File: config.mk
export PLATFORM = sky130hd
export DESIGN_NAME = scancode_to_ascii_translator
export DESIGN_NICKNAME = d
export VERILOG_FILES = /design/src/rtl/sc2a_pkg.sv /design/src/rtl/sc2a_lookup.sv /design/src/rtl/sc2a_mods.sv /design/src/rtl/scancode_to_ascii_translator.sv
export SDC_FILE = /design/constraint.sdc
export NUM_CORES = 1
export LEC_CHECK = 0
export BUFFER_PORTS_ARGS = -buffer_cell sky130_fd_sc_hd__buf_2
export CORE_ASPECT_RATIO = 1.5
export CORE_MARGIN = 2
export CORE_UTILIZATION = 35
export DETAILED_ROUTE_END_ITERATION = 12
export HOLD_SLACK_MARGIN = 0.03
export PLACE_DENSITY = 0.51
export REMOVE_ABC_BUFFERS = 1
export SETUP_SLACK_MARGIN = 0.2
export SYNTH_ARGS = -nofsm -noshare
export SYNTH_HDL_FRONTEND = slang
export SYNTH_SLANG_ARGS = --single-unit
File: constraint.sdc
create_clock -name clk -period 3.4 [get_ports clk]
set_clock_uncertainty 0.2 [all_clocks]
set_input_delay 0.34 -clock clk [delete_from_list [all_inputs] [get_ports clk]]
set_output_delay 0.34 -clock clk [all_outputs]
set_load 0.05 [all_outputs]
File: src/rtl/sc2a_pkg.sv
// ----------------------------------------------------------------------------
// sc2a_pkg
// Shared types, constants and lookup tables for the scan code translator.
// ----------------------------------------------------------------------------
package sc2a_pkg;

  localparam logic [7:0] PREFIX_BYTE  = 8'hE0;
  localparam logic [6:0] KEY_LCTRL    = 7'h1D;
  localparam logic [6:0] KEY_LSHIFT   = 7'h2A;
  localparam logic [6:0] KEY_RSHIFT   = 7'h36;
  localparam logic [6:0] COMMON_LIMIT = 7'h3A;

  typedef enum logic [1:0] {
    CLS_NONE       = 2'd0,
    CLS_COMMON     = 2'd1,
    CLS_SPECIAL    = 2'd2,
    CLS_FUNCTIONAL = 2'd3
  } cls_t;

  typedef struct packed {
    logic ctrl;
    logic shift;
  } mods_t;

  typedef struct packed {
    logic       en;
    logic [6:0] key;
    logic       released;
  } mod_upd_t;

  typedef struct packed {
    cls_t       key_class;
    logic       released;
    logic [6:0] key_code;
    logic [6:0] char_out;
  } result_t;

  function automatic cls_t classify(input logic [6:0] k);
    cls_t c;
    if (k == 7'h00) begin
      c = CLS_NONE;
    end else if (k == 7'h01 || k == KEY_LCTRL || k == KEY_LSHIFT || k == KEY_RSHIFT ||
                 k == 7'h38 || k == 7'h3A) begin
      c = CLS_SPECIAL;
    end else if ((k >= 7'h3B && k <= 7'h44) || k == 7'h57 || k == 7'h58) begin
      c = CLS_FUNCTIONAL;
    end else if (k < COMMON_LIMIT) begin
      c = CLS_COMMON;
    end else begin
      c = CLS_SPECIAL;
    end
    return c;
  endfunction

  function automatic logic [6:0] layout_plain(input logic [5:0] k);
    logic [6:0] c;
    case (k)
      6'h01: c = 7'h1B;
      6'h02: c = 7'h31;
      6'h03: c = 7'h32;
      6'h04: c = 7'h33;
      6'h05: c = 7'h34;
      6'h06: c = 7'h35;
      6'h07: c = 7'h36;
      6'h08: c = 7'h37;
      6'h09: c = 7'h38;
      6'h0A: c = 7'h39;
      6'h0B: c = 7'h30;
      6'h0C: c = 7'h2D;
      6'h0D: c = 7'h3D;
      6'h0E: c = 7'h08;
      6'h0F: c = 7'h09;
      6'h10: c = 7'h71;
      6'h11: c = 7'h77;
      6'h12: c = 7'h65;
      6'h13: c = 7'h72;
      6'h14: c = 7'h74;
      6'h15: c = 7'h79;
      6'h16: c = 7'h75;
      6'h17: c = 7'h69;
      6'h18: c = 7'h6F;
      6'h19: c = 7'h70;
      6'h1A: c = 7'h5B;
      6'h1B: c = 7'h5D;
      6'h1C: c = 7'h0A;
      6'h1E: c = 7'h61;
      6'h1F: c = 7'h73;
      6'h20: c = 7'h64;
      6'h21: c = 7'h66;
      6'h22: c = 7'h67;
      6'h23: c = 7'h68;
      6'h24: c = 7'h6A;
      6'h25: c = 7'h6B;
      6'h26: c = 7'h6C;
      6'h27: c = 7'h3B;
      6'h28: c = 7'h27;
      6'h29: c = 7'h60;
      6'h2B: c = 7'h5C;
      6'h2C: c = 7'h7A;
      6'h2D: c = 7'h78;
      6'h2E: c = 7'h63;
      6'h2F: c = 7'h76;
      6'h30: c = 7'h62;
      6'h31: c = 7'h6E;
      6'h32: c = 7'h6D;
      6'h33: c = 7'h2C;
      6'h34: c = 7'h2E;
      6'h35: c = 7'h2F;
      6'h37: c = 7'h2A;
      6'h39: c = 7'h20;
      default: c = 7'h00;
    endcase
    return c;
  endfunction

  function automatic logic [6:0] layout_shift(input logic [5:0] k);
    logic [6:0] c;
    case (k)
      6'h01: c = 7'h1B;
      6'h02: c = 7'h21;
      6'h03: c = 7'h40;
      6'h04: c = 7'h23;
      6'h05: c = 7'h24;
      6'h06: c = 7'h25;
      6'h07: c = 7'h5E;
      6'h08: c = 7'h26;
      6'h09: c = 7'h2A;
      6'h0A: c = 7'h28;
      6'h0B: c = 7'h29;
      6'h0C: c = 7'h5F;
      6'h0D: c = 7'h2B;
      6'h0E: c = 7'h08;
      6'h0F: c = 7'h09;
      6'h10: c = 7'h51;
      6'h11: c = 7'h57;
      6'h12: c = 7'h45;
      6'h13: c = 7'h52;
      6'h14: c = 7'h54;
      6'h15: c = 7'h59;
      6'h16: c = 7'h55;
      6'h17: c = 7'h49;
      6'h18: c = 7'h4F;
      6'h19: c = 7'h50;
      6'h1A: c = 7'h7B;
      6'h1B: c = 7'h7D;
      6'h1C: c = 7'h0A;
      6'h1E: c = 7'h41;
      6'h1F: c = 7'h53;
      6'h20: c = 7'h44;
      6'h21: c = 7'h46;
      6'h22: c = 7'h47;
      6'h23: c = 7'h48;
      6'h24: c = 7'h4A;
      6'h25: c = 7'h4B;
      6'h26: c = 7'h4C;
      6'h27: c = 7'h3A;
      6'h28: c = 7'h22;
      6'h29: c = 7'h7E;
      6'h2B: c = 7'h7C;
      6'h2C: c = 7'h5A;
      6'h2D: c = 7'h58;
      6'h2E: c = 7'h43;
      6'h2F: c = 7'h56;
      6'h30: c = 7'h42;
      6'h31: c = 7'h4E;
      6'h32: c = 7'h4D;
      6'h33: c = 7'h3C;
      6'h34: c = 7'h3E;
      6'h35: c = 7'h3F;
      6'h37: c = 7'h2A;
      6'h39: c = 7'h20;
      default: c = 7'h00;
    endcase
    return c;
  endfunction

  // letters, '-' and '`' fold into 0x40..0x5F, which maps to 0x00..0x1F
  function automatic logic [6:0] ctrl_map(input logic [6:0] c);
    logic [6:0] v;
    logic [6:0] r;
    v = c;
    if (v >= 7'h61 && v <= 7'h7A) begin
      v = v - 7'h20;
    end
    if (v == 7'h2D) begin
      v = 7'h5F;
    end
    if (v == 7'h60) begin
      v = 7'h40;
    end
    if (v >= 7'h40 && v <= 7'h5F) begin
      r = v - 7'h40;
    end else begin
      r = c;
    end
    return r;
  endfunction

endpackage

File: src/rtl/sc2a_lookup.sv
// ----------------------------------------------------------------------------
// sc2a_lookup
// Key classification and layout lookup with shift and ctrl translation.
// ----------------------------------------------------------------------------
module sc2a_lookup
  import sc2a_pkg::*;
(
  input  logic [7:0] scan_byte,
  input  mods_t      mods,
  output result_t    res
);

  logic [6:0] key;
  cls_t       cls;
  logic [6:0] plain_c;
  logic [6:0] shift_c;

  assign key     = scan_byte[6:0];
  assign cls     = classify(key);
  assign plain_c = layout_plain(key[5:0]);
  assign shift_c = layout_shift(key[5:0]);

  always_comb begin
    res.key_class = cls;
    res.released  = scan_byte[7];
    res.key_code  = 7'h00;
    res.char_out  = 7'h00;
    if (cls == CLS_COMMON) begin
      res.key_code = plain_c;
      if (mods.ctrl) begin
        res.char_out = ctrl_map(plain_c);
      end else if (mods.shift) begin
        res.char_out = shift_c;
      end else begin
        res.char_out = plain_c;
      end
    end
  end

endmodule

File: src/rtl/sc2a_mods.sv
// ----------------------------------------------------------------------------
// sc2a_mods
// Held-modifier flags for ctrl and shift, updated as keys leave the pipe.
// ----------------------------------------------------------------------------
module sc2a_mods
  import sc2a_pkg::*;
(
  input  logic     clk,
  input  logic     rst_n,
  input  mod_upd_t upd,
  output mods_t    mods
);

  mods_t mods_r;
  mods_t mods_nxt;

  always_comb begin
    mods_nxt = mods_r;
    if (upd.en) begin
      if (upd.key == KEY_LCTRL) begin
        mods_nxt.ctrl = ~upd.released;
      end
      if (upd.key == KEY_LSHIFT || upd.key == KEY_RSHIFT) begin
        mods_nxt.shift = ~upd.released;
      end
    end
  end

  always_ff @(posedge clk) begin
    if (!rst_n) begin
      mods_r <= '0;
    end else begin
      mods_r <= mods_nxt;
    end
  end

  assign mods = mods_r;

endmodule

File: src/rtl/scancode_to_ascii_translator.sv
// ----------------------------------------------------------------------------
// scancode_to_ascii_translator
// Set-1 keyboard scan code bytes in, classified and translated keys out.
// ----------------------------------------------------------------------------
// One byte is taken per cycle and its result reaches the output through
// one input register, one lookup pass and one result register. A full
// result register still accepts a new byte into the input register; the
// input stalls only when both hold data. The 0xE0 prefix is taken and
// dropped. Left ctrl (and right ctrl, which arrives as 0xE0 0x1D) and both
// shift keys set their held flag on press and clear it on release; the flags
// take effect for the byte that follows.
module scancode_to_ascii_translator
  import sc2a_pkg::*;
(
  input  logic        clk,
  input  logic        rst_n,
  input  logic        in_tvalid,
  output logic        in_tready,
  input  logic [7:0]  in_tdata,   // [7:0] scan_byte
  output logic        out_tvalid,
  input  logic        out_tready,
  output logic [15:0] out_tdata,  // [6:0] key_code, [13:7] char_out, [15:14] zero
  output logic [2:0]  out_tuser   // [0] released, [2:1] key_class
);

  logic       s1_valid_r;
  logic [7:0] s1_byte_r;
  logic       out_valid_r;
  result_t    out_res_r;

  logic       adv;
  logic       in_fire;
  mods_t      mods;
  mod_upd_t   upd;
  result_t    res;

  assign adv       = ~out_valid_r | out_tready;
  assign in_tready = ~s1_valid_r | adv;
  assign in_fire   = in_tvalid & in_tready;

  assign upd.en       = adv & s1_valid_r;
  assign upd.key      = s1_byte_r[6:0];
  assign upd.released = s1_byte_r[7];

  sc2a_mods u_mods (
    .clk   (clk),
    .rst_n (rst_n),
    .upd   (upd),
    .mods  (mods)
  );

  sc2a_lookup u_lookup (
    .scan_byte (s1_byte_r),
    .mods      (mods),
    .res       (res)
  );

  always_ff @(posedge clk) begin
    if (!rst_n) begin
      s1_valid_r  <= 1'b0;
      out_valid_r <= 1'b0;
    end else begin
      if (in_tready) begin
        s1_valid_r <= in_fire & (in_tdata != PREFIX_BYTE);
      end
      if (adv) begin
        out_valid_r <= s1_valid_r;
      end
    end
  end

  always_ff @(posedge clk) begin
    if (in_fire) begin
      s1_byte_r <= in_tdata;
    end
    if (adv && s1_valid_r) begin
      out_res_r <= res;
    end
  end

  assign out_tvalid = out_valid_r;
  assign out_tdata  = {2'b00, out_res_r.char_out, out_res_r.key_code};
  assign out_tuser  = {out_res_r.key_class, out_res_r.released};

  a_prefix_dropped : assert property (@(posedge clk) disable iff (!rst_n)
    in_fire && in_tdata == PREFIX_BYTE |=> !s1_valid_r)
    else $error("prefix byte entered the pipe");

  a_noncommon_zero : assert property (@(posedge clk) disable iff (!rst_n)
    out_valid_r && out_res_r.key_class != CLS_COMMON |-> out_tdata == 16'h0000)
    else $error("non-common key carries a character");

  a_ctrl_follows : assert property (@(posedge clk) disable iff (!rst_n)
    upd.en && upd.key == KEY_LCTRL |=> mods.ctrl == !$past(s1_byte_r[7]))
    else $error("ctrl flag not updated");

  a_s1_holds : assert property (@(posedge clk) disable iff (!rst_n)
    s1_valid_r && !adv |=> s1_valid_r && $stable(s1_byte_r))
    else $error("stalled input register changed");

endmodule
Word-level counts from Yosys, hierarchy flattened --
Memories as Yosys holds them, arrays and structs flattened. A register that Yosys moved wholly into a read port is not among the register bits. Index checks and enable logic that the tools add are counted.
Word-level totals: output and inout bits 21, bits in registers 29, word-level logic and storage cells 73, memories kept 2, input port bits 12, latch bits 0, bits in writable memories 0, ROM bits 896
Operators by class: equality and inequality tests 12, reduce and logical (&&, ||, !) cells 15, div/mod/pow operators 0, magnitude comparators 7, mux-type cells 18, bitwise gates (word level) 8, $add $sub $neg 2, multiply operators 0, shift operators 0
Memory list:
- (no name shown) | depth 64, width 7, read ports 1, clocked after memory_dff 1, write ports 0, line sc2a_pkg.sv:118 | case (k)
- (no name shown) | depth 64, width 7, read ports 1, clocked after memory_dff 1, write ports 0, line sc2a_pkg.sv:57 | case (k)
Operator list (count):
- two-way mux 7 bit | 12
- == test 7 x 6 -> 1 bit, second input constant | 5
- == test 7 bit, second input constant | 3
- <= comparator 7 bit, second input constant | 3
- greater-or-equal comparator 7 bit, second input constant | 2
- two-way mux 6 bit | 2
- logical OR 1 bit | 8
- two-way mux 2 bit | 4
- inequality test 8 bit, second input constant | 1
- == test 7 x 1 -> 1 bit, second input constant | 1
- == test 7 x 5 -> 1 bit, second input constant | 1
- greater-or-equal comparator 7 x 6 -> 1 bit, second input constant | 1
- logical NOT 7 bit | 1
- less-than comparator 7 x 6 -> 1 bit, second input constant | 1
- subtractor 7 x 6 -> 7 bit, second input constant | 1
- subtractor 7 bit, second input constant | 1
- logical AND 1 bit | 4
- AND reduction 2 bit | 2
- AND 1 bit | 3
- NOT 1 bit | 3
- == test 2 x 1 -> 1 bit, second input constant | 1
- OR 1 bit | 2

Logic depth before layout (Yosys ltp) --
Gate-level depths: netlist of run 1.
word-level depth 22, depth in mapped cells 12, gate-level depth less buffers 10

Cells and area by module --
From an unflattened synthesis of run 1, not the netlist that was laid out.
Second synthesis, totals: cells, all modules 329, area total of the unflattened synthesis 2825.2 µm²
Modules (own cells, without submodules):
- sc2a_lookup | area each 1818.0 µm², cells an instance 275, seq. area each 0.0 µm², times used 1
- scancode_to_ascii_translator | area each 868.3 µm², cells an instance 39, seq. area each 790.8 µm², times used 1
- sc2a_mods | area each 138.9 µm², cells an instance 15, seq. area each 40.0 µm², times used 1

Least setup slack after synthesis of run 1 --
Ideal clock, no wire load.
path kind register to register, start reg out_valid_r (netlist: out_tvalid), end reg, netlist name u_lookup.plain_c[2], cell stages (with the launch flop) 12, data required time 3.141 ns, data arrival time 2.937 ns, buffers on the path 2, setup time 0.059 ns, period minus slack after synthesis 3.196 ns, setup slack 0.204 ns, path through dfxtp_1 > and3b_2 > buf_6 > o211ai_1 > ha_1 > clkbuf_1 > nor3b_1 > o22ai_1 > a21o_1 > o311a_1 > o311ai_0 > o221a_2
On the way: longest elaborated chain between the ends 5
Ends and longest elaborated chain:
- from (decl) | line scancode_to_ascii_translator.sv:28 | logic out_valid_r;
- from (signal assigned) | line scancode_to_ascii_translator.sv:67 | out_valid_r <= s1_valid_r;
- NOT 1 bit | line scancode_to_ascii_translator.sv:37 | assign adv = ~out_valid_r | out_tready;
- OR 1 bit | line scancode_to_ascii_translator.sv:37
- OR 1 bit | line scancode_to_ascii_translator.sv:38 | assign in_tready = ~s1_valid_r | adv;
- AND 1 bit | line scancode_to_ascii_translator.sv:39 | assign in_fire = in_tvalid & in_tready;
- two-way mux 6 bit (no source line)
No other way between the ends. A chain may end at the register's enable or synchronous reset.

Worst setup path after layout of run 1 --
start reg out_valid_r (netlist: out_tvalid), end reg, netlist name u_lookup.plain_c[2]
On the way: longest elaborated chain between the ends 5
Ends and longest elaborated chain (line):
- NOT 1 bit | scancode_to_ascii_translator.sv:37
- OR 1 bit | scancode_to_ascii_translator.sv:37
- OR 1 bit | scancode_to_ascii_translator.sv:38
- AND 1 bit | scancode_to_ascii_translator.sv:39
- two-way mux 6 bit (no source line)
No other way between the ends.

==> results of run 1 <==
## metrics by stage
step	instances	instance area, µm²	setup slack, ps
2_1_floorplan	350	3110	-64.4
3_3_place_gp	511	3540	458
3_5_place_dp	511	3540	413
4_1_cts	519	3700	474
5_1_grt	519	3700	236
6_report	519	3700	421
## power breakdown
part           switching [mW]  leakage [nW]  internal [mW]
Combinational           0.318         0.944          0.173
Clock                   0.178        0.0801          0.315
Sequential             0.0481         0.390          0.612
## kinds of logic after synthesis
group	after synthesis
buffers and inverters	50
adder cells (fa/ha/maj)	12
flip-flops	43
other	1
multiplexers	11
XOR/XNOR	1
AO/OA/AOI/OAI	143
AND/OR/NAND/NOR	119
## final cells by class
cell class / count / share of cell area
Multi-Input combinational cell: 288 / 0.521
Timing Repair Buffer: 49 / 0.0791
Clock buffer: 8 / 0.0426
Inverter: 19 / 0.0193
Sequential cell: 43 / 0.300
Tap cell: 112 / 0.0379
## registers in the layout (all words and copies together), names as in the netlist
name	count
u_mods.mods	2
out_tuser	3
s1_valid_r	1
s1_byte_r	8
u_lookup.plain_c	7
out_tdata	14
u_lookup.shift_c	7
out_tvalid	1
## path summary, 6_finish.rpt
| kind | start | endpoint | cells after the start |
|---|---|---|---|
| max reg2reg | out_tvalid | u_lookup.plain_c[2] | 9 |
| min reg2reg | s1_valid_r | out_tvalid | 2 |
| max | out_tvalid | u_lookup.plain_c[2] | 9 |
| min | in_tdata[7] | s1_byte_r[7] | 1 |
## worst register-to-register path: stages, from the launching register on
cell      delay, ps
dfxtp_1         440
and3b_2         380
o211ai_2        290
ha_1            590
nor3b_1         240
o22ai_1         120
a21o_1          190
o311a_1         140
o311ai_0        110
o221a_2         240
## cells in the final DEF, fill, tap and decap left out, types with 12 or more instances in the layout
cell type  instances
a21oi_1           31
buf_2             30
o21ai_0           27
edfxtp_1          25
nor2_1            22
nand2_1           19
buf_4             19
dfxtp_1           18
inv_1             17
nand2b_1          14
nand3_1           14
ha_1              12
## per-layer routing
layer | vias to the layer above | part of all wire | global-route usage
li1 | 1491 | - | -
met1 | 1469 | 0.39 | 0.222
met2 | 153 | 0.49 | 0.346
met3 | 43 | 0.048 | 0.0202
met4 | 0 | 0.069 | 0.148
met5 | - | 0 | 0
==> flow_summary.yaml, run 1 <==
status:
  outcome: "finished clean"
synth:
  synthAdderAreaFrac: 0.0458
  synth_edf_count: 25
  yosysTopAreaCell: "edfxtp_1"
  yosysSeqAreaShare: 0.339
  synthArstFlopShare: 0
  synth_mux_area_frac: 0.0336
  synth_area_leaders: "edfxtp_1 23%, dfxtp_1 11%, a21oi_1 4.7%, ha_1 4.6%, o21ai_0 4.1%"
  ys_ff_latch: 43
  synth_compound_area_frac: 0.302
  yosys_warnings: 0
  synth_ff_type: "edfxtp_1"
  synth_top_family_by_area: "compound AO/OA/AOI/OAI gates"
  synthSimpleGateAreaFrac: 0.202
  synth_top_area_frac: 0.229
  syn_inst: 380
  syn-cell-area_mm2: 0.00328
  yosys.cell_types.count: 72
  yosysMostFrequentCell: "a21oi_1"
  synth_common_cells: "31 x a21oi_1, 27 x o21ai_0, 25 x edfxtp_1, 22 x nor2_1, 19 x nand2_1"
  postSynthAreaPerCell_um2: 8.62
  synth-xor-area-share: 0.00267
pwr:
  power_leakage_nw: 1.41
  power_mw: 1.64
  powerDensity_mw_per_mm2: 444
  ir_drop_v: 0.000275
floorplanning:
  num_io_pins: 33
  die_h_um: 123
  initial_utilization: 0.356
  die_width_um: 83.0
  die_area_mm2: 0.0102
  core-area_mm2: 0.00920
  rows: 43
clocking:
  htreeDepth: 2
  cts_setup_buffers: 0
  postCtsHoldBufs: 0
  clock_path_buffers: 2
  post_cts_resized: 0
  clock-sinks: 43
  insertion_delay_ps: 280
  cts_tree: "done"
  cts_made_buffers: 5
  clock-root-buffer: "clkbuf_16"
  clk_pin_slew_ps: 60
timing:
  period_share: 0.876
  rsz0062_at_grt: "no"
  clock.fmax_ghz: 0.336
  setup_violations: 0
  slew_violations: 0
  setup-tns-final_ps: 0
  whs_ps: 51.0
  hold_violations: 0
  slew_headroom: 0.532
  worstMarginPinSlew_ps: 700
  min_period_ps: 2980
routing:
  drc_errors: 0
  vias: 3156
  via_per_inst: 6.08
  postRouteAntennaNets: 0
  drtPass1Iterations: 5
  wl_per_cell_um: 18.9
  drt_iter0_markers: 236
  wl_mm: 9.80
layout:
  antenna_cells: 0
  nets: 430
  nFillCells: 900
  layout-drive-gt1-share: 0.179
  regArea_mm2: 0.00111
  syn_to_final_growth_pct: 13.0
  multi_input_area_mm2: 0.00193
  final_util: 0.402
global_routing:
  grt_pass1_wl_mm: 16.0
  antenna_found_initial: 0
  grt_start_max_net_pins: 31
  grt_usage: 0.198
  overflow: 0
  grt_pass1_vias: 3008
critical_path:
  r2r_slack_ps: 420
  crit_arrival_ps: 3010
  crit_chain: "and3b_2, o211ai_2, ha_1, nor3b_1, o22ai_1, a21o_1, o311a_1, o311ai_0, o221a_2"
  critPathTopFamily: "compound AO/OA/AOI/OAI gates"
  slowest_delay_ps: 590
  critical_path_class: "reg2reg"
  cpMaxStageDelayCell: "ha_1"
  worst_setup_path_end_kind: "register"
  critPathLaunchType: "register"
  critical_path.max_fanout: 12
  path_buf_inv: 0
  crit_required_ps: 3430
job:
  drv_cap: 0
placed_design:
  hpwlAfterDp_mm: 7.24
  gp_congestion: 0.956
  portBuffers: 30
hold_path:
  hold_class: "in2reg"
(Power assumes the default switching activity.)
==> run 2, diff against run 1 <==
Settings changed: CORE_ASPECT_RATIO 1.5 to 1.1.
Clock period 3.4 ns to 2.81 ns, I/O delays scaled along.
==> flow_summary.yaml, run 2 (synthesized netlist as in run 1, its figures left out) <==
status:
  outcome: "finished clean"
layout:
  antenna_cells: 0
  design_area_mm2: 0.00394
  nFillCells: 957
  layout_commonest_cell: "buf_4"
  final_util: 0.427
  layoutNonFillerInstCount: 550
  nets: 456
  layout-drive-gt1-share: 0.240
  mostFrequentLayoutCells: "39 x buf_4, 31 x a21oi_1, 30 x buf_2"
  regArea_mm2: 0.00111
  syn_to_final_growth_pct: 20.2
  largest_register_ffs: 14
  multi_input_area_mm2: 0.00199
floorplanning:
  num_io_pins: 33
  die_h_um: 105
  initial_utilization: 0.356
  rows: 37
  die_area_mm2: 0.0102
  die_width_um: 96.3
  core-area_mm2: 0.00921
timing:
  hold_violations: 0
  rsz0062_at_grt: "yes"
  worstMarginPinSlew_ps: 534
  min_period_ps: 2620
  period_share: 0.932
  clock.fmax_ghz: 0.382
  setup_violations: 0
  slew_headroom: 0.644
  slew_violations: 0
  setup-tns-final_ps: 0
global_routing:
  grt_start_max_net_pins: 32
  overflow: 0
  grt_pass1_wl_mm: 16.0
  grt_usage: 0.199
  grt_pass1_vias: 3021
  antenna_found_initial: 0
critical_path:
  reg2reg_depth: 7
  worst_setup_path_end_kind: "register"
  cpMaxStageDelayCell: "or4_1"
  crit_chain: "and3b_2, o211ai_1, ha_1, buf_4, or4_1, a31oi_2, a311o_2"
  crit_arrival_ps: 2660
  critPathLaunchType: "register"
  slowest_delay_ps: 540
  crit_required_ps: 2850
  critical_path_class: "reg2reg"
  critical_path.max_fanout: 7
clocking:
  insertion_delay_ps: 290
  clock-sinks: 43
  clock-root-buffer: "clkbuf_8"
  clock_path_buffers: 2
  cts_tree: "done"
  htreeDepth: 2
  clk_pin_slew_ps: 90
  cts_made_buffers: 5
pwr:
  powerDensity_mw_per_mm2: 474
  power_mw: 1.87
  power_leakage_nw: 1.51
  ir_drop_v: 0.000175
routing:
  wl_per_cell_um: 17.8
  wl_met2_mm: 4.50
  drtPass1Iterations: 5
  drt_iter0_markers: 281
  wl_met3_um: 547
  wl_mm: 9.78
  wl_met1_mm: 4.36
  top_layer: "met4"
  drc_errors: 0
  postRouteAntennaNets: 0
  vias: 3247
  via_per_inst: 5.90
placed_design:
  hpwlAfterDp_mm: 7.07
  gp_congestion: 0.977
  place_area_mm2: 0.00372
  portBuffers: 30
  dp.cells: 535
hold_path:
  hold_class: "in2reg"
  whs_path_depth: 1
job:
  drv_cap: 0
[run 2: power breakdown]
| part | internal, mW | total, mW | switching, mW |
|---|---|---|---|
| clock network | 0.178 | 0.415 | 0.237 |
| logic | 0.255 | 0.653 | 0.398 |
| registers | 0.739 | 0.797 | 0.0586 |
| total | 1.17 | 1.87 | 0.693 |
[run 2: worst paths after layout]
kind	from	slack [ps]	to
setup / recovery	out_tvalid	190	u_lookup.shift_c[1]
hold reg to reg	s1_byte_r[7]	330	out_tuser[0]
hold / removal	in_tdata[4]	40	s1_byte_r[4]
setup reg to reg	out_tvalid	190	u_lookup.shift_c[1]
[run 2: metrics by stage]
stage	hold WS, ps	setup WS (ps)
2_1_floorplan	180	-654
5_1_grt	31.0	116
3_3_place_gp	292	138
3_5_place_dp	291	119
6_report	41.2	190
4_1_cts	40.7	206
[run 2: critical path, delay by kind of cell (launching register included)]
family | cells | cell delay [ps]
AOI/OAI and AO/OA | 3 | 700
adders and majority gates | 1 | 340
DFF | 1 | 360
and+or+nand+nor | 2 | 790
buffers and inverters | 1 | 190
[run 2: cell type report]
| class | count | area share |
|---|---|---|
| Multi-Input combinational cell | 288 | 0.506 |
| Inverter | 19 | 0.0181 |
| Sequential cell | 43 | 0.282 |
| Clock inverter | 3 | 0.00604 |
| Timing Repair Buffer | 75 | 0.133 |
| Clock buffer | 5 | 0.0175 |
| Tap cell | 117 | 0.0372 |
[run 2: what timing repair did]
item,in CTS,in global routing
buffers inserted,1,2
pin swaps,3,5
endpoints found under the setup margin,2,12
hold buffers,4,0
resized for setup,3,12
endpoints found under the hold margin,4,0
[run 2: per-layer routing]
metal	global-route usage	vias up
met2	0.309	159
met5	0	-
met1	0.282	1505
met4	0.0765	0
li1	-	1548
met3	0.0200	35
==> run 3, diff against run 2 <==
==> constraint.sdc (replaced) <==
create_clock -name clk -period 2.81 [get_ports clk]
set_clock_uncertainty 0.2 [all_clocks]
set_input_delay 0.562 -clock clk [delete_from_list [all_inputs] [get_ports clk]]
set_output_delay 0.562 -clock clk [all_outputs]
set_load 0.05 [all_outputs]
==> flow_summary.yaml, run 3 (synthesized netlist as in run 1, its figures left out) <==
critical_path:
  crit_chain: "and3b_2, o211ai_1, buf_4, inv_1, buf_4, buf_4, ha_1, o21ai_1, o211a_1, nor2_1, a222oi_1"
  critPathLaunchType: "register"
  cpMaxStageDelayCell: "dfxtp_4"
  critical_path_class: "reg2reg"
  worst_setup_path_end_kind: "register"
  crit_required_ps: 2800
  crit_path_frequent_cell: "buf_4"
  r2r-start: "s1_valid_r"
  r2r_slack_ps: 280
  reg2reg_depth: 11
  crit_arrival_ps: 2520
  r2r-end: "u_lookup.shift_c[3]"
  slowest_delay_ps: 370
  critical_path.max_fanout: 7
floorplanning:
  rows: 37
  initial_utilization: 0.356
  die_h_um: 105
  num_io_pins: 33
  die_area_mm2: 0.0102
  die_width_um: 96.3
  core-area_mm2: 0.00921
timing:
  setup_violations: 0
  worstMarginPinSlew_ps: 524
  rsz0062_at_grt: "yes"
  setup-tns-final_ps: 0
  hold_violations: 0
  period_share: 0.902
  setup_ws_ps: 276
  clock.fmax_ghz: 0.395
  min_period_ps: 2530
  slew_violations: 0
  slew_headroom: 0.647
clocking:
  postCtsHoldBufs: 0
  insertion_delay_ps: 290
  clk_pin_slew_ps: 90
  cts_made_buffers: 5
  clock-root-buffer: "clkbuf_8"
  cts_tree: "done"
  clock_path_buffers: 2
  clock-sinks: 43
  htreeDepth: 2
status:
  outcome: "finished clean"
placed_design:
  dp.cells: 572
  portBuffers: 30
  gp_congestion: 0.925
  hpwlAfterDp_mm: 7.85
  preCtsSetupSlack_ps: -77.0
routing:
  wl_mm: 10.4
  drtPass1Iterations: 4
  wl_per_cell_um: 17.8
  postRouteAntennaNets: 0
  via_per_inst: 5.75
  drc_errors: 0
  drt_iter0_markers: 207
  vias: 3362
pwr:
  internal_power_mw: 1.39
  ir_drop_v: 0.000195
  p_sw_frac: 0.332
  power_frac_comb: 0.343
  power_leakage_nw: 1.71
  p_sw_mw: 0.693
  powerDensity_mw_per_mm2: 493
  seqPwrFrac: 0.381
  clock_power_share: 0.275
layout:
  largest_register_ffs: 14
  layoutNonFillerInstCount: 585
  layout_commonest_cell: "buf_4"
  nets: 491
  syn_to_final_growth_pct: 29.1
  mostFrequentLayoutCells: "78 x buf_4, 31 x a21oi_1, 30 x buf_2"
  layout-drive-gt1-share: 0.299
  antenna_cells: 0
hold_path:
  whs_path_depth: 1
  hp-start: "in_tdata[7]"
  hold_class: "in2reg"
  min_to: "s1_byte_r[7]"
global_routing:
  grt_start_max_net_pins: 23
  grt_pass1_vias: 3263
  grt_usage: 0.214
  overflow: 0
  antenna_found_initial: 0
  grt_pass1_wl_mm: 17.1
job:
  drv_cap: 0
## run 3: cell count changes in the layout (fill, tap and decap cells not counted), sizes merged
cell | previous run | this run
bufinv | 0 | 2
buf | 71 | 110
dlygate4sd3 | 4 | 0
clkinvlp | 2 | 1
inv | 20 | 19
## run 3: power groups by stage
stage | clock, mW | combinational, mW | sequential [mW]
floorplan | 0 | 0.347 | 0.849
global placement | 0 | 0.682 | 0.811
detailed placement | 0 | 0.676 | 0.812
CTS | 0.590 | 0.680 | 0.797
global route | 0.619 | 0.779 | 0.806
finish | 0.574 | 0.716 | 0.795
## run 3: layout make-up
| type | count | area [µm²] |
|---|---|---|
| clock inverters | 3 | 67.6 |
| clock buffers | 5 | 68.8 |
| flip-flops and latches | 43 | 1110 |
| repair buffers | 110 | 776 |
| fillers | 915 | 4980 |
| multi-input cells | 288 | 1990 |
| well taps | 117 | 146 |
| inverters | 19 | 71.3 |
## run 3: worst max-delay path by stage
stage               startpoint                   to  slack, ps
floorplan           out_tvalid  u_lookup.plain_c[5]       -650
global placement    out_tready  u_lookup.shift_c[1]        -50
detailed placement  out_tready  u_lookup.plain_c[2]        -80
CTS                 out_tready  u_lookup.plain_c[2]        230
global route        out_tready  u_lookup.shift_c[2]        150
finish              s1_valid_r  u_lookup.shift_c[3]        280
## run 3: metrics by stage
stage / hold WS [ps] / instance area, µm² / utilization / power (mW)
after floorplan: 248 / 3110 / - / 1.20
after global placement: 312 / 4000 / 0.434 / 1.49
after detailed placement: 301 / 4000 / 0.434 / 1.49
after CTS: 256 / 4130 / 0.449 / 2.07
after global routing: 262 / 4230 / 0.459 / 2.20
final: 270 / 4230 / 0.459 / 2.09
## run 3: metal layers
metal / share of wire / vias to the layer above / global-route usage
met5: 0 / - / 0
met4: 0.022 / 0 / 0.0673
met3: 0.046 / 21 / 0.0307
met2: 0.47 / 117 / 0.334
met1: 0.46 / 1612 / 0.302
li1: - / 1612 / -
## run 3: timing repair
item,CTS,global route
endpoints found under the setup margin,3,7
pin swaps,0,7
cloned,0,0
gates resized for setup,1,13
buffers inserted,0,5
## run 3: worst max-delay path: cells and delay by family (launching register included)
| kind | cells | cell delay [ps] |
|---|---|---|
| flip-flops | 1 | 370 |
| buffers and inverters | 4 | 480 |
| AND/OR/NAND/NOR | 2 | 320 |
| adder cells (fa/ha/maj) | 1 | 260 |
| AO/OA/AOI/OAI | 4 | 790 |
